`src/hdl/slom_div_cell.sv`:
```
`default_nettype none
module slom_div_cell #(
	parameter int R  = 21,
	parameter int N  = 17,
	parameter int TW = 51
) (
	input  logic          clk,
	input  logic          arst_n,
	input  logic          en,
	input  logic          v_i,
	input  logic [TW-1:0] tag_i,
	input  logic [R-1:0]  rem_i,
	input  logic [N-1:0]  low_i,
	input  logic [R-1:0]  div_i,
	output logic          v_q,
	output logic [TW-1:0] tag_q,
	output logic [R-1:0]  rem_q,
	output logic [N-1:0]  low_q,
	output logic [R-1:0]  div_q
);

	logic [R:0] sh;
	logic [R:0] diff;
	logic       ge;

	// Restoring step: bring in the next dividend bit, the quotient bit
	// replaces it at the bottom of the low word.
	assign sh   = {rem_i, low_i[N-1]};
	assign ge   = sh >= {1'b0, div_i};
	assign diff = sh - {1'b0, div_i};

	always_ff @(posedge clk or negedge arst_n) begin
		if (!arst_n) begin
			v_q <= 1'b0;
		end else if (en) begin
			v_q <= v_i;
		end
	end

	always_ff @(posedge clk) begin
		if (en) begin
			tag_q <= tag_i;
			rem_q <= ge ? diff[R-1:0] : sh[R-1:0];
			low_q <= {low_i[N-2:0], ge};
			div_q <= div_i;
		end
	end

endmodule
`default_nettype wire

```
`config.mk`:
```
export PLATFORM = sky130hd
export DESIGN_NAME = slom_div_cell
export DESIGN_NICKNAME = d
export VERILOG_FILES = /design/src/hdl/slom_div_cell.sv
export SDC_FILE = /design/constraint.sdc
export NUM_CORES = 1
export LEC_CHECK = 0
export BUFFER_PORTS_ARGS = -buffer_cell sky130_fd_sc_hd__buf_2
export CELL_PAD_IN_SITES_DETAIL_PLACEMENT = 2
export CELL_PAD_IN_SITES_GLOBAL_PLACEMENT = 2
export CORE_AREA = 2 2 133 135
export DETAILED_ROUTE_END_ITERATION = 8
export DIE_AREA = 0 0 135 137
export PLACE_DENSITY = 0.78
export REMOVE_ABC_BUFFERS = 1
export SLEW_MARGIN = 0
export SYNTH_ARGS = -nofsm -noshare
export SYNTH_HDL_FRONTEND = slang
export SYNTH_SLANG_ARGS = --single-unit
```
`constraint.sdc`:
```
create_clock -name clk -period 1 [get_ports clk]
set_clock_uncertainty 0.2 [all_clocks]
set_input_delay 0.05 -clock clk [delete_from_list [all_inputs] [get_ports clk]]
set_output_delay 0.05 -clock clk [all_outputs]
set_load 0.005 [all_outputs]
```
==> impl_metrics.yaml <==
status:
  status: "finished with violations"
  violations: "hold timing, setup timing"
routing:
  drc: 0
  postRouteWirelength_um: 34000
  post_drt_wl_per_cell_um: 33.9
  final_antenna_net_count: 0
  vias: 5357
  drtPass1Iterations: 5
  avgViaCountPerCell: 5.33
  drt_iter0_drc: 428
layout:
  final_cell_mix: "buf_2, edfxtp_1, buf_4"
  final_common_cell: "buf_2"
  drive_above_1_share: 0.558
  fin_nets: 909
  fill_cells: 1638
  finalNonFillerCells: 1005
  area_delta_synth_final_pct: 83.5
timing:
  max-slew-margin-rel: 0.643
  finalCritPeriodShare: 2.47
  worst_pin_slew_ps: 530
  setup_viol: 134
  fin_ws_ps: -1470
  fin_crit_ps: 2470
  hold_viol: 14
  rsz0062_at_grt: "true"
  fmax_ghz: 0.404
  hold_ws_ps: -331
  slew_violations: 0
place:
  hpwl_um: 15700
  dpl.cell_count: 870
  port_buffers: 224
  place_congestion: 0.797
yosys:
  synth_cell_types: 51
  avgSynthCellArea_um2: 14.2
  synth-main-ff-cell: "edfxtp_1"
  syn_area_mm2: 0.00484
  yosysWarningCount: 0
  synth_cells: 341
  async_flop_share: 0.00901
  synth_enable_flop_cells: 110
  synth-seq-area-share: 0.688
  ys_seq_elements: 111
worst_setup_path:
  worstPathRequired_ps: 930
  worstReg2RegEnd: "v_q$_DFFE_PN0P_"
  start_kind: "input port"
  r2r_cells: 2
  endpoint: "rem_q[15]$_DFFE_PP_"
  worstSetupEndpointType: "flip-flop"
  cp-startpoint: "div_i[10]"
  reg2reg_from: "v_q$_DFFE_PN0P_"
  path_class: "input port to flip-flop"
  arrival_ps: 2400
  critPathMaxFanout: 7
  r2r_setup_slack_ps: -80
power:
  ir_drop_v: 0.000869
  power.density_mw_per_mm2: 1550
  p_leak_nw: 3.90
global_route:
  grt_usage: 0.318
  grt_pass1_vias: 5654
  grt_antenna_before_repair: 3
  grt_overflow: 0
  grt_pass1_wl_um: 41000
  grt_max_degree: 23
flow_run:
  drv.max_cap_violation_count: 0
floorplanning:
  initial_utilization: 0.284
  die_y_um: 137
  die_x_um: 135
  coreArea_mm2: 0.0171
  die-area_mm2: 0.0185
  io-pin-count: 225
  rows: 48
clock_tree:
  cts_max_path_buffers: 2
  clkTransAtPathRegs_ps: 80
  holdBufCountCts: 92
  cts_sinks: 111
  cts_tree: "yes"
  cts_buffers: 9
  h-tree-depth: 3
  cts_root_buf: "clkbuf_16"
  clk_latency_ps: 380
hold_path:
  hold_path_class: "input port to flip-flop"
==> registers in the layout, summed over array words and instances (netlist names) <==
name   count
rem_q     21
div_q     21
v_q        1
tag_q     51
low_q     17
==> critical path: stages <==
cell and delay [ps]:
buf_2 90, inv_1 60, ha_1 380, nand4_1 170
buf_4 180, nor4_4 290, buf_4 180, a21oi_2 70
o21ai_2 130, or2_4 270, buf_12 180, mux2_4 340
==> per-layer routing <==
| metal | up-vias | track usage | share of wire |
|---|---|---|---|
| li1 | 2139 | - | - |
| met3 | 116 | 0.0807 | 0.081 |
| met2 | 405 | 0.547 | 0.48 |
| met5 | - | 0 | 0.00026 |
| met1 | 2695 | 0.368 | 0.38 |
| met4 | 2 | 0.163 | 0.057 |
==> power by group <==
| part | internal [mW] | switching (mW) |
|---|---|---|
| Sequential | 5.64 | 0.251 |
| Clock | 1.73 | 2.16 |
| Combinational | 1.84 | 2.13 |
| Total | 9.21 | 4.54 |
==> metrics by stage <==
| step | setup slack (ps) | cell area [um^2] | power [mW] | utilization | TNS [ps] |
|---|---|---|---|---|---|
| after floorplan | -1780 | 4770 | 6.71 | - | -34710 |
| after global placement | -1680 | 6910 | 8.11 | 0.405 | -34990 |
| after detailed placement | -1800 | 6910 | 8.35 | 0.405 | -38590 |
| after CTS | -1250 | 8480 | 12.5 | 0.497 | -41020 |
| after global routing | -1490 | 8870 | 14.0 | 0.520 | -53060 |
| final | -1470 | 8870 | 13.7 | 0.520 | -50370 |
==> worst min-delay path by stage <==
| stage | slack (ps) | start | end | cells after the start |
|---|---|---|---|---|
| 2_1_floorplan | -450 | arst_n | v_q$_DFFE_PN0P_ | 0 |
| 3_3_place_gp | -370 | arst_n | v_q$_DFFE_PN0P_ | 1 |
| 3_5_place_dp | -370 | arst_n | v_q$_DFFE_PN0P_ | 1 |
| 4_1_cts | -290 | div_i[0] | div_q[0]$_DFFE_PP_ | 1 |
| 5_1_grt | -340 | div_i[0] | div_q[0]$_DFFE_PP_ | 1 |
| 6_report | -330 | div_i[0] | div_q[0]$_DFFE_PP_ | 1 |
==> cell families (layout without fill, tap and decap cells) <==
logic type,Yosys count,after routing,share of synthesized area
DFF,111,111,0.688
AOI/OAI and AO/OA,82,82,0.111
and+or+nand+nor,62,62,0.0600
buffers and inverters,42,479,0.0385
adders and majority gates,22,22,0.0585
xor gates and xnor gates,14,14,0.0253
muxes,8,8,0.0181
other,0,2,0
==> cell usage after synthesis, drive strengths merged, types with 3 or more instances <==
cell    number  area share
edfxtp     110        0.68
a21oi       38       0.041
inv         32       0.025
nor2        25       0.019
ha          21       0.054
o21ai       15       0.016
nand2       14       0.011
xnor2       10       0.018
buf          8       0.012
mux2         6       0.014
a21o         5      0.0078
o21a         5      0.0080
nand3        4      0.0041
nand4        4      0.0052
xor2         4      0.0072
nor2b        3      0.0039
nor3         3      0.0031
o211ai       3      0.0057
or2          3      0.0039
==> layout make-up <==
cell class / instances / area, um^2 / share of cell area
multi-input combinational: 188 / 1790 / 0.201
antenna: 2 / 5.00 / 0.000564
tap: 225 / 282 / 0.0317
clock inverter: 6 / 45.0 / 0.00508
sequential: 111 / 3330 / 0.375
inverter: 32 / 125 / 0.0141
timing repair buffer: 431 / 3080 / 0.347
clock buffer: 10 / 229 / 0.0258
==> timing repair <==
item / in CTS / in global routing
setup endpoints to repair: 133 / 134
pin swaps: 14 / 29
cloned: 3 / 0
resized for setup: 62 / 61
hold endpoints to repair: 109 / 16
buffers inserted: 9 / 17
No activity file was read; power rests on OpenSTA's default activity.
