`src/hdl/slom_sqrt_cell.sv`:
```
`default_nettype none
module slom_sqrt_cell #(
	parameter int RR = 19,
	parameter int QW = 17,
	parameter int RB = 34,
	parameter int TW = 52
) (
	input  logic          clk,
	input  logic          arst_n,
	input  logic          en,
	input  logic          v_i,
	input  logic [TW-1:0] tag_i,
	input  logic [RR-1:0] rem_i,
	input  logic [QW-1:0] root_i,
	input  logic [RB-1:0] rad_i,
	output logic          v_q,
	output logic [TW-1:0] tag_q,
	output logic [RR-1:0] rem_q,
	output logic [QW-1:0] root_q,
	output logic [RB-1:0] rad_q
);

	localparam int PAD = RR - QW;

	logic [RR+1:0] ext;
	logic [RR+1:0] trial;
	logic [RR+1:0] diff;
	logic          ge;

	// Digit-by-digit root: two radicand bits in, one root bit out.
	assign ext   = {rem_i, rad_i[RB-1:RB-2]};
	assign trial = {{PAD{1'b0}}, root_i, 2'b01};
	assign ge    = ext >= trial;
	assign diff  = ext - trial;

	always_ff @(posedge clk or negedge arst_n) begin
		if (!arst_n) begin
			v_q <= 1'b0;
		end else if (en) begin
			v_q <= v_i;
		end
	end

	always_ff @(posedge clk) begin
		if (en) begin
			tag_q  <= tag_i;
			rem_q  <= ge ? diff[RR-1:0] : ext[RR-1:0];
			root_q <= {root_i[QW-2:0], ge};
			rad_q  <= {rad_i[RB-3:0], 2'b00};
		end
	end

endmodule
`default_nettype wire

```
`config.mk`:
```
export PLATFORM = sky130hd
export DESIGN_NAME = slom_sqrt_cell
export DESIGN_NICKNAME = d
export VERILOG_FILES = /design/src/hdl/slom_sqrt_cell.sv
export SDC_FILE = /design/constraint.sdc
export NUM_CORES = 1
export LEC_CHECK = 0
export ABC_AREA = 1
export BUFFER_PORTS_ARGS = -buffer_cell sky130_fd_sc_hd__buf_4
export CORE_ASPECT_RATIO = 1.2
export CORE_MARGIN = 5
export CORE_UTILIZATION = 30
export CTS_BUF_LIST = sky130_fd_sc_hd__clkbuf_8
export CTS_CLUSTER_DIAMETER = 120
export DETAILED_ROUTE_END_ITERATION = 8
export GPL_TIMING_DRIVEN = 0
export SETUP_SLACK_MARGIN = 0.5
export SLEW_MARGIN = 10
export SYNTH_ARGS = -nofsm -noshare
export SYNTH_HDL_FRONTEND = slang
export SYNTH_SLANG_ARGS = --single-unit
```
`constraint.sdc`:
```
create_clock -name clk -period 0.8 [get_ports clk]
set_input_delay 0 -clock clk [delete_from_list [all_inputs] [get_ports clk]]
set_output_delay 0 -clock clk [all_outputs]
set_load 0.005 [all_outputs]
```
==> impl_metrics.csv <==
group,metric,value,unit
timing,skew,0,ns
worst_setup_path,crit_slowest_cell,"ha_4",
yosys,avgSynthCellArea,12.3,sq um
yosys,synth.distinct_cells,28,
grt,grt_pass1_wl,26.2,mm
floorplan,die_h,155,um
floorplan,rows,53,
layout,fillers,1496,
power,swShare,26.5,%
floorplan,die_w,131,um
power,p_leak,0.00404,uW
yosys,ys.flop_type,"edfxtp_1",
layout,drive_gt1_share,59.1,%
power,ir_drop,0.965,mV
layout,n_antenna_cell,0,
yosys,ys_top_cells_by_count,"120 x edfxtp_1, 112 x nand2_1, 50 x inv_1",
power,power_frac_seq,45.9,%
power,internal-power,12600,uW
grt,antenna_found_initial,0,
route,routed_wl,18.3,mm
cts,holdBufCountCts,1,
route,wl_per_cell,19.0,um
floorplan,die_area,0.0202,sq mm
yosys,ys_seq_elements,121,
yosys,synthArstFlopShare,0.826,%
yosys,synth-edff-count,120,
layout,final_util,52.2,%
cts,cts_tree,"yes",
yosys,synthesis.area,0.00523,sq mm
yosys,ys_seq_area_share,69.4,%
layout,fin_cells,964,
timing,fin_ws,-0.391,ns
power,p_per_area,1900,mW/mm^2
layout,syn2layout_area_growth,72.7,%
outcome,violations,"negative hold slack, negative setup slack",
power,power.share.clock,31.5,%
timing,rsz0062_at_grt,"yes",
timing,slew_violations,0,
timing,setup_viol,141,
worst_setup_path,endpoint_kind,"flip-flop",
timing,period_needed,1.19,ns
place,place_area,0.00765,sq mm
route,via_count,4297,
route,viasPerCell,4.46,
place,place_congestion,0.817,
cts,worstSkewPairLatency,0.44,ns
yosys,synth_top_area_cell,"edfxtp_1",
cts,clk_pin_slew,0.08,ns
flow_run,maxCapViolations,0,
grt,grt_pass1_vias,4568,
timing,fmax,840,MHz
outcome,status,"finished, violations left",
place,port_buffers,246,
power,total_power,17100,uW
power,comb_power_share,22.6,%
cts,cts-buffers-inserted,17,
min_path,hold_path.class,"in -> reg",
timing,final_hold_viol_count,152,
yosys,synthCells,425,
route,drc,0,
worst_setup_path,crit_arrival,1.39,ns
layout,nets,877,
cts,clockBufferDepth,2,
yosys,yosysWarnings,0,
worst_setup_path,crit_chain,"buf_6 -> ha_4 -> nand2_4 -> inv_4 -> nand2_2 -> nand2_2 -> a21oi_2 -> nand2_2 -> nand2_4 -> nand2_8 -> clkbuf_16 -> nand2_2 -> nand2_1",
worst_setup_path,start_kind,"input port",
power,p_switching,4550,uW
worst_setup_path,cp.required,1.00,ns
grt,grt_max_degree,24,
cts,htree_num_levels,4,
cts,clock_sink_count,121,
worst_setup_path,cp_max_fo,5,
yosys,synth.most_common_cell,"edfxtp_1",
layout,stdcell_area,0.00903,sq mm
timing,min_period_over_period,149,%
route,dr.first_iter.drc_count,265,
worst_setup_path,crit_type,"in -> reg",
timing,whs,-0.273,ns
cts,root_buffer,"clkbuf_8",
worst_setup_path,cpMostUsedCell,"nand2_2",
worst_setup_path,max_stage_delay,0.26,ns
yosys,synth_top_area_share,68.9,%
floorplan,io_pins,249,
route,drtAntennaViolNets,0,
floorplan,core_area,0.0173,sq mm
place,hpwlAfterDp,13.4,mm
route,drt-pass1-iter-count,4,
floorplan,initial_core_util,30.2,%
grt,gr-usage-all-layers,17.6,%
yosys,synth_area_leaders,"edfxtp_1 69%, nand2_1 8.0%, ha_1 4.5%",
place,placed_cells,893,
grt,overflow,0,
==> kinds of logic after synthesis <==
family                     share of synthesized area, %
xor gates and xnor gates                           1.34
buffers and inverters                              5.05
AOI/OAI and AO/OA                                  2.15
muxes                                             0.215
DFF                                                69.4
adders and majority gates                          4.55
other                                            0.0717
and+or+nand+nor                                    17.2
==> stage by stage <==
stage | TNS [ns] | worst slack [ns]
global placement | -109.56 | -1.01
finish | -26.74 | -0.391
global route | -34.41 | -0.436
CTS | -29.42 | -0.336
floorplan | -12.07 | -0.615
detailed placement | -47.34 | -1.01
==> registers in the layout, indices dropped and copies added (netlist names) <==
name	flops
root_q	17
rad_q	32
rem_q	19
tag_q	52
v_q	1
==> worst max-delay path, delay by kind of cell <==
kind / cells / cell delay [ns]
AOI/OAI and AO/OA: 1 / 0.17
and+or+nand+nor: 8 / 0.65
buffers and inverters: 3 / 0.32
adders and majority gates: 1 / 0.26
==> layout make-up <==
type	instances	area, sq um	area share (%)
Buffer	6	71.3	0.790
Clock buffer	17	234	2.59
Clock inverter	14	148	1.63
Inverter	54	233	2.58
Multi-Input combinational cell	245	1800	19.9
Sequential cell	121	3630	40.2
Tap cell	220	275	3.05
Timing Repair Buffer	287	2640	29.3
==> power groups by stage <==
stage / clock network, uW / logic (uW) / registers, uW
global placement: 0 / 3060 / 7950
finish: 5400 / 3880 / 7870
detailed placement: 0 / 3110 / 7960
global route: 5870 / 4180 / 7920
floorplan: 0 / 1140 / 8010
CTS: 5550 / 3660 / 7850
==> final timing paths <==
path,startpoint,slack (ns),endpoint,depth (start not counted)
max,rem_i[6],-0.39,rem_q[4],13
min,tag_i[1],-0.27,tag_q[1],1
max reg2reg,v_q,0.03,v_q,1
min reg2reg,v_q,0.56,v_q,1
max in group asynchronous,arst_n,0.85,v_q,2
min in group asynchronous,arst_n,-0.13,v_q,2
==> cells in the final DEF (no fill, tap or decap), drive strengths merged <==
cell type / netlist / final
buf: 5 / 289
edfxtp: 120 / 120
nand2: 119 / 119
inv: 54 / 57
nand3: 41 / 41
nor2: 24 / 24
clkbuf: 1 / 19
ha: 19 / 19
a21oi: 16 / 16
xor2: 8 / 8
clkinv: 0 / 7
nand3b: 5 / 5
o21ai: 5 / 5
nor3: 4 / 4
conb: 1 / 2
clkinvlp: 0 / 2
bufinv: 0 / 2
nand4: 1 / 1
mux2: 1 / 1
bufbuf: 0 / 1
dlygate4sd3: 0 / 1
dfrtp: 1 / 1
==> routing by layer <==
metal | global-route usage (%) | up-vias | share of wire (%)
li1 | - | 2065 | -
met1 | 19.1 | 2032 | 35
met2 | 31.1 | 179 | 52
met3 | 7.43 | 21 | 12
met4 | 4.80 | 0 | 1.4
met5 | 0 | - | 0
==> repair_timing <==
item	4_1_cts	5_1_grt
buffers inserted	29	3
pin swaps	7	20
resized for setup	98	63
hold endpoints to repair	152	152
setup endpoints to repair	231	142
cloned	6	1
Note: power is estimated with default switching activity, not from simulation.
